**src/rtl/core/stbc_pkg.sv**
```systemverilog
// Shared types, codes and field layout of the SPI transfer batch controller.
package stbc_pkg;

	localparam int BATCH_LIMIT_DEF = 8;

	// Configuration register indexes
	localparam logic [7:0] REG_CAP_REQ   = 8'd0;
	localparam logic [7:0] REG_SETTLE_EN = 8'd1;

	// Pass outcome codes
	typedef enum logic [2:0] {
		OUT_DONE        = 3'd0,
		OUT_IDLE        = 3'd1,
		OUT_NOT_READY   = 3'd2,
		OUT_SETTLE_MISS = 3'd3,
		OUT_XFER_ERR    = 3'd4,
		OUT_CAP         = 3'd5
	} outcome_t;

	// Input tdata layout
	localparam int IN_DATA_W   = 8;
	localparam int IN_TX_BIT   = 0;
	localparam int IN_DR_BIT   = 1;
	localparam int IN_HS_BIT   = 2;
	localparam int IN_SET_BIT  = 3;
	localparam int IN_XOK_BIT  = 4;

	// Output tdata layout
	localparam int OUT_DATA_W    = 200;
	localparam int OUTCOME_LSB   = 0;
	localparam int USED_BIT      = 3;
	localparam int BCOUNT_LSB    = 4;
	localparam int CALLS_LSB     = 8;
	localparam int XFERS_LSB     = 40;
	localparam int HITS_LSB      = 72;
	localparam int MISSES_LSB    = 104;
	localparam int ERRORS_LSB    = 136;
	localparam int LEN_HITS_LSB  = 168;

	// Histogram unit control
	typedef struct packed {
		logic advance;  // the pass in stage 1 moves on this cycle
		logic bump;     // the pass in stage 1 ends a batch
	} hist_ctl_t;

endpackage

```
**src/rtl/core/spi_transfer_batch_controller.sv**
```systemverilog
// SPI transfer batch controller: per-pass continue/stop decision with statistics.
// Result passes stage 1, then the output register; one pass per cycle unless stalled.
// Histogram kept in a synchronous RAM with forwarding; its port sets the stage split.
// Reset clears all counters, the batch state and the histogram valid bits at once.
module spi_transfer_batch_controller import stbc_pkg::*; #(
	parameter int BATCH_LIMIT = BATCH_LIMIT_DEF
) (
	input  logic                  clk,
	input  logic                  arst_n,
	// pass observations
	input  logic                  s_tvalid,
	output logic                  s_tready,
	input  logic [IN_DATA_W-1:0]  s_tdata,   // frame queued, slave ready, handshake,
	                                          // settle ok, transfer ok, zero pad
	// pass results
	output logic                  m_tvalid,
	input  logic                  m_tready,
	output logic [OUT_DATA_W-1:0] m_tdata,   // outcome, settle_used, batch_count,
	                                          // total_calls, total_transfers,
	                                          // settle_hit_count, settle_miss_count,
	                                          // error_count, length_hits
	output logic                  m_tlast,   // batch_end
	// register writes
	input  logic                  cfg_valid,
	output logic                  cfg_ready,
	input  logic [7:0]            cfg_index,
	input  logic [7:0]            cfg_data
);

	localparam int DW = $clog2(BATCH_LIMIT + 1);
	localparam logic [7:0] LIMIT8 = 8'(BATCH_LIMIT);

	// Registers
	logic [7:0] cap_req_q;
	logic       settle_en_q;

	// Batch state and statistics
	logic          in_batch_q;
	logic [DW-1:0] done_q;
	logic [31:0]   calls_q, xfers_q, hits_q, misses_q, errors_q;

	// Decision for the pass on the input
	logic          accept;
	logic          tx, dr, hs, settle, xok;
	logic [7:0]    cap;
	logic [DW-1:0] cur_done, new_done;
	logic [31:0]   calls_nx;
	outcome_t      outcome;
	logic          used, ends, go;
	logic          hit_inc, miss_inc, err_inc;

	// Stage 1
	logic          valid_s1;
	outcome_t      outcome_s1;
	logic          used_s1, end_s1;
	logic [3:0]    bcount_s1;
	logic [DW-1:0] bin_s1;
	logic [31:0]   calls_s1, xfers_s1, hits_s1, misses_s1, errors_s1;
	logic          adv_s1;

	// Output register
	logic                  m_valid_q;
	logic [OUT_DATA_W-1:0] m_data_q;
	logic                  m_last_q;

	hist_ctl_t     hctl;
	logic [DW-1:0] rd_addr;
	logic [31:0]   hist_count;

	// Configuration is always taken
	assign cfg_ready = 1'b1;

	always_ff @(posedge clk or negedge arst_n) begin
		if (!arst_n) begin
			cap_req_q   <= 8'd0;
			settle_en_q <= 1'b1;
		end else if (cfg_valid) begin
			case (cfg_index)
				REG_CAP_REQ:   cap_req_q   <= cfg_data;
				REG_SETTLE_EN: settle_en_q <= cfg_data[0];
				default: ;  // drop writes beyond the register list
			endcase
		end
	end

	// Stage 1 moves whenever the output register is free or being drained
	assign adv_s1   = !m_valid_q || m_tready;
	assign s_tready = !valid_s1 || adv_s1;
	assign accept   = s_tvalid && s_tready;

	assign tx     = s_tdata[IN_TX_BIT];
	assign dr     = s_tdata[IN_DR_BIT];
	assign hs     = s_tdata[IN_HS_BIT];
	assign settle = s_tdata[IN_SET_BIT];
	assign xok    = s_tdata[IN_XOK_BIT];

	// Zero selects the build limit; anything above it is clamped
	assign cap = (cap_req_q == 8'd0 || cap_req_q > LIMIT8) ? LIMIT8 : cap_req_q;

	// A pass outside a batch opens a new call with an empty count
	assign cur_done = in_batch_q ? done_q : '0;
	assign calls_nx = in_batch_q ? calls_q : calls_q + 32'd1;

	always_comb begin
		outcome  = OUT_DONE;
		used     = 1'b0;
		ends     = 1'b0;
		go       = 1'b1;
		hit_inc  = 1'b0;
		miss_inc = 1'b0;
		err_inc  = 1'b0;
		new_done = cur_done;
		if (8'(cur_done) >= cap) begin
			// cap lowered to or under the running count: stop without looking at the inputs
			outcome = OUT_CAP;
			ends    = 1'b1;
		end else if (!tx && !dr) begin
			outcome = OUT_IDLE;
			ends    = 1'b1;
		end else begin
			if (!hs) begin
				if (cur_done == '0 || !settle_en_q) begin
					outcome = OUT_NOT_READY;
					ends    = 1'b1;
					go      = 1'b0;
				end else if (!settle) begin
					outcome  = OUT_SETTLE_MISS;
					ends     = 1'b1;
					go       = 1'b0;
					miss_inc = 1'b1;
				end else begin
					hit_inc = 1'b1;
					used    = 1'b1;
				end
			end
			if (go) begin
				if (!xok) begin
					outcome = OUT_XFER_ERR;
					ends    = 1'b1;
					err_inc = 1'b1;
				end else begin
					new_done = cur_done + DW'(1);
					if (8'(new_done) >= cap) begin
						outcome = OUT_CAP;
						ends    = 1'b1;
					end
				end
			end
		end
	end

	// Batch state and counters change only on an accepted pass
	always_ff @(posedge clk or negedge arst_n) begin
		if (!arst_n) begin
			in_batch_q <= 1'b0;
			done_q     <= '0;
			calls_q    <= '0;
			xfers_q    <= '0;
			hits_q     <= '0;
			misses_q   <= '0;
			errors_q   <= '0;
		end else if (accept) begin
			in_batch_q <= !ends;
			done_q     <= new_done;
			calls_q    <= calls_nx;
			if (ends) begin
				xfers_q <= xfers_q + 32'(new_done);
			end
			if (hit_inc) begin
				hits_q <= hits_q + 32'd1;
			end
			if (miss_inc) begin
				misses_q <= misses_q + 32'd1;
			end
			if (err_inc) begin
				errors_q <= errors_q + 32'd1;
			end
		end
	end

	always_ff @(posedge clk or negedge arst_n) begin
		if (!arst_n) begin
			valid_s1 <= 1'b0;
		end else if (accept) begin
			valid_s1 <= 1'b1;
		end else if (adv_s1) begin
			valid_s1 <= 1'b0;
		end
	end

	// Snapshot the pass; statistics shown are those after this pass
	always_ff @(posedge clk) begin
		if (accept) begin
			outcome_s1 <= outcome;
			used_s1    <= used;
			end_s1     <= ends;
			bcount_s1  <= 4'(new_done);
			bin_s1     <= new_done;
			calls_s1   <= calls_nx;
			xfers_s1   <= ends ? xfers_q + 32'(new_done) : xfers_q;
			hits_s1    <= hit_inc ? hits_q + 32'd1 : hits_q;
			misses_s1  <= miss_inc ? misses_q + 32'd1 : misses_q;
			errors_s1  <= err_inc ? errors_q + 32'd1 : errors_q;
		end
	end

	// Read the bin of a new pass; re-read the held bin while stage 1 waits
	assign rd_addr      = accept ? new_done : bin_s1;
	assign hctl.advance = valid_s1 && adv_s1;
	assign hctl.bump    = end_s1;

	stbc_hist #(
		.BATCH_LIMIT(BATCH_LIMIT)
	) u_hist (
		.clk     (clk),
		.arst_n  (arst_n),
		.ctl     (hctl),
		.rd_addr (rd_addr),
		.cur_addr(bin_s1),
		.count   (hist_count)
	);

	// Output register parts the result from the next pass
	always_ff @(posedge clk or negedge arst_n) begin
		if (!arst_n) begin
			m_valid_q <= 1'b0;
		end else if (adv_s1) begin
			m_valid_q <= valid_s1;
		end
	end

	always_ff @(posedge clk) begin
		if (valid_s1 && adv_s1) begin
			m_last_q <= end_s1;
			m_data_q <= {end_s1 ? hist_count : 32'd0, errors_s1, misses_s1, hits_s1,
				xfers_s1, calls_s1, bcount_s1, used_s1, outcome_s1};
		end
	end

	assign m_tvalid = m_valid_q;
	assign m_tdata  = m_data_q;
	assign m_tlast  = m_last_q;

endmodule

```
**src/rtl/core/stbc_hist.sv**
```systemverilog
// Batch-length histogram: synchronous RAM with read-modify-write and forwarding.
module stbc_hist import stbc_pkg::*; #(
	parameter int BATCH_LIMIT = BATCH_LIMIT_DEF,
	localparam int DEPTH = BATCH_LIMIT + 1,
	localparam int AW = $clog2(DEPTH)
) (
	input  logic          clk,
	input  logic          arst_n,
	input  hist_ctl_t     ctl,
	input  logic [AW-1:0] rd_addr,
	input  logic [AW-1:0] cur_addr,
	output logic [31:0]   count
);

	logic [31:0]      mem [DEPTH];
	logic [31:0]      rdata_q;
	logic [DEPTH-1:0] valid_q;
	logic             fwd_valid_q;
	logic [AW-1:0]    fwd_addr_q;
	logic [31:0]      fwd_data_q;
	logic [31:0]      base;
	logic             wr_en;

	assign wr_en = ctl.advance && ctl.bump;

	// The last write beats the RAM read issued at the same edge
	always_comb begin
		if (fwd_valid_q && fwd_addr_q == cur_addr) begin
			base = fwd_data_q;
		end else if (valid_q[cur_addr]) begin
			base = rdata_q;
		end else begin
			base = '0;
		end
	end

	assign count = base + 32'd1;

	always_ff @(posedge clk) begin
		rdata_q <= mem[rd_addr];
		if (wr_en) begin
			mem[cur_addr] <= count;
		end
	end

	always_ff @(posedge clk) begin
		fwd_addr_q <= cur_addr;
		fwd_data_q <= count;
	end

	always_ff @(posedge clk or negedge arst_n) begin
		if (!arst_n) begin
			valid_q     <= '0;
			fwd_valid_q <= 1'b0;
		end else begin
			fwd_valid_q <= wr_en;
			if (wr_en) begin
				valid_q[cur_addr] <= 1'b1;
			end
		end
	end

endmodule

```
**config.mk**
```make
export PLATFORM = sky130hd
export DESIGN_NAME = spi_transfer_batch_controller
export DESIGN_NICKNAME = d
export VERILOG_FILES = /design/src/rtl/core/stbc_pkg.sv /design/src/rtl/core/spi_transfer_batch_controller.sv /design/src/rtl/core/stbc_hist.sv
export SDC_FILE = /design/constraint.sdc
export NUM_CORES = 1
export LEC_CHECK = 0
export ABC_AREA = 1
export BUFFER_PORTS_ARGS = -buffer_cell sky130_fd_sc_hd__buf_2
export CORE_ASPECT_RATIO = 0.7
export CORE_MARGIN = 2
export CORE_UTILIZATION = 45
export DETAILED_ROUTE_END_ITERATION = 8
export MAX_ROUTING_LAYER = met4
export PLACE_DENSITY_LB_ADDON = 0.3
export SYNTH_ARGS = -nofsm -noshare
export SYNTH_HDL_FRONTEND = slang
export SYNTH_SLANG_ARGS = --single-unit
```
**constraint.sdc**
```tcl
create_clock -name clk -period 18.4 [get_ports clk]
set_input_delay 0.92 -clock clk [delete_from_list [all_inputs] [get_ports clk]]
set_output_delay 0.92 -clock clk [all_outputs]
set_load 0.02 [all_outputs]
```
==> metrics.cfg <==
[run_status]
status=finished clean

[timing]
tns_ns=0
hold_viol_final=0
tightestPinTransition_ns=1.05
relSlewSlack=0.296
slew_violations=0
rsz0062_at_grt=no
period_minus_slack_ns=5.39
finalCritPeriodShare=0.293
fin_skew_ns=0.0431
fmax_ghz=0.185
setup_viol=0

[finish]
fin_cells=5274
area_growth_pct=13.2
final_util=0.516
fillers=7662
drive_gt1_frac=0.124
layout_commonest_cell=nand2_1
nets=4096
layout_common_cells=nand2_1, edfxtp_1, inv_1

[synthesis]
ys_types=51
synthArstFlopShare=0.203
synthTopCellsByArea=edfxtp_1, dfrtp_1, nand2_1
seq_area_frac_synth=0.655
yosysTopAreaCellShare=0.500
yosysTopAreaCell=edfxtp_1
postSynthCellCount=3824
synth-seq-cells=916
avgSynthCellArea_um2=10.3
synth_edf_count=658
synth_warnings=0
synthFlopType=edfxtp_1
synthesis.area_mm2=0.0395
syn_nets=3873

[critical_path]
required_ns=18.90
worstPathArrival_ns=5.90
worst-setup-path-type=reg2reg
critPathBufInv=5
slowest_stage=o21ai_0
crit_fanout=6
cpLargestDelayFamily=simple AND/OR/NAND/NOR gates
cp-start-kind=register
critPathMostFrequentCell=nand2_1
cp-end-kind=register
slowest_delay_ns=0.46

[hold_path]
hold_class=in2async

[clocking]
tritoncts=done
insertion_delay_ns=0.67
clock_path_buffers=3
clk_pin_slew_ns=0.06
cts.sink_count=916
numCtsBuffers=87
cts.repair_timing.setup_buffer_count=0
hold_buffers=0
cts_resized=0
clockRootBuffer=clkbuf_16
ctsHtreeMaxLevel=3

[power_and_ir_drop]
p_per_area_mw_per_mm2=135
power_leakage_nw=18.7
ir_drop_mv=0.0723

[flow_run]
drv_cap=0

[global_route]
grt.total_usage=0.207
grt_max_degree=118
grt_overflow=0
grt_pass1_wl_mm=140
antenna_found_initial=2
grt_pass1_vias=24291

[placement]
numPortBuffers=228
placedCellCount=5108
gp_congestion=0.917
hpwl_mm=58.5

[floorplan]
die_w_um=358
placementRows=90
die_area_mm2=0.0902
die_h_um=252
core_area_mm2=0.0866
initial_core_util=0.456
pin_count=233

[detailed_routing]
routed_wl_mm=90.4
ant_nets=0
drc_errors=0
dr.pass1.iters=5
via_per_inst=4.95
drtIter0Drc=2432
wl_per_cell_um=17.1
vias=26114

-- metrics by stage --
step                      hold WS [ns]  area, um^2  total power [mW]  setup slack (ns)
final                            0.250       44700              6.05             13.01
after global routing             0.276       44700              6.37             12.27
after CTS                        0.250       44700              6.09             12.96
after detailed placement         0.405       41700              4.26             12.97
after global placement           0.400       41700              4.22             13.01
after floorplan                  0.332       39500              3.84             11.01
-- state kept, by name, indices dropped and copies added, names as in the netlist, 9 cells and up --
signal             cells
xfers_s1              32
misses_q              32
m_tdata              200
u_hist.mem           288
hits_s1               32
misses_s1             32
hits_q                32
errors_s1             32
calls_q               32
calls_s1              32
u_hist.rdata_q        32
u_hist.fwd_data_q     32
u_hist.valid_q         9
errors_q              32
xfers_q               32
-- path summary, 6_finish.rpt --
check                                to  cells past startpoint    startpoint  slack (ns)
hold / removal             errors_q[20]                      1        arst_n        0.25
max in group asynchronous      valid_s1                      3        arst_n       15.97
min in group clk            m_tdata[26]                      0  calls_s1[18]        0.41
setup reg to reg            xfers_q[18]                     29  cap_req_q[5]       13.01
setup / recovery            xfers_q[18]                     29  cap_req_q[5]       13.01
hold reg to reg             m_tdata[26]                      0  calls_s1[18]        0.41
-- cell usage after synthesis, types with 2 or more instances --
cell / n
nand3_1: 311
xnor2_1: 7
nand2_2: 29
nand4_1: 68
buf_4: 29
o21bai_1: 3
or2_2: 11
inv_2: 15
xnor2_2: 2
nor2_4: 9
clkbuf_1: 52
buf_2: 33
nand3_2: 7
o21ai_0: 214
o21ai_2: 2
nor4_1: 32
nand2_1: 1018
nand2_4: 2
buf_1: 5
nor2_1: 185
o21ai_1: 6
dfrtp_1: 185
nor3_1: 78
xor2_1: 151
or3_1: 2
nor2_2: 12
inv_1: 544
dfxtp_1: 72
nor3_2: 3
nand3_4: 4
a21oi_1: 25
nor3b_1: 2
edfxtp_1: 658
ha_1: 19
mux2_2: 7
buf_6: 7
-- cells by family after synthesis --
| logic type | synth area share |
|---|---|
| AOI/OAI and AO/OA | 0.0332 |
| xor gates and xnor gates | 0.0359 |
| adders and majority gates | 0.00653 |
| buffers and inverters | 0.0705 |
| DFF | 0.655 |
| muxes | 0.00200 |
| other | 0.0000949 |
| and+or+nand+nor | 0.197 |
-- report_power, final --
group          total (mW)  internal [mW]  switching [mW]
Combinational        1.28          0.328           0.947
Sequential           2.94           2.76           0.178
Clock                1.83           1.04           0.796
-- cell type report --
class,count,area (um^2),area share
Clock inverter,53,584,0.0131
Sequential cell,916,25900,0.578
Inverter,561,2120,0.0475
Antenna cell,2,5.00,0.000112
Timing Repair Buffer,260,1390,0.0311
Multi-Input combinational cell,2221,10900,0.245
Clock buffer,111,2370,0.0530
Tap cell,1150,1440,0.0322
-- layer usage --
metal	track usage	vias to the layer above	routed length, um
li1	-	12963	-
met5	-	-	0
met4	0.0561	0	2040
met3	0.0412	145	6460
met2	0.279	809	37200
met1	0.314	12197	44600
No activity file was read; power rests on OpenSTA's default activity.
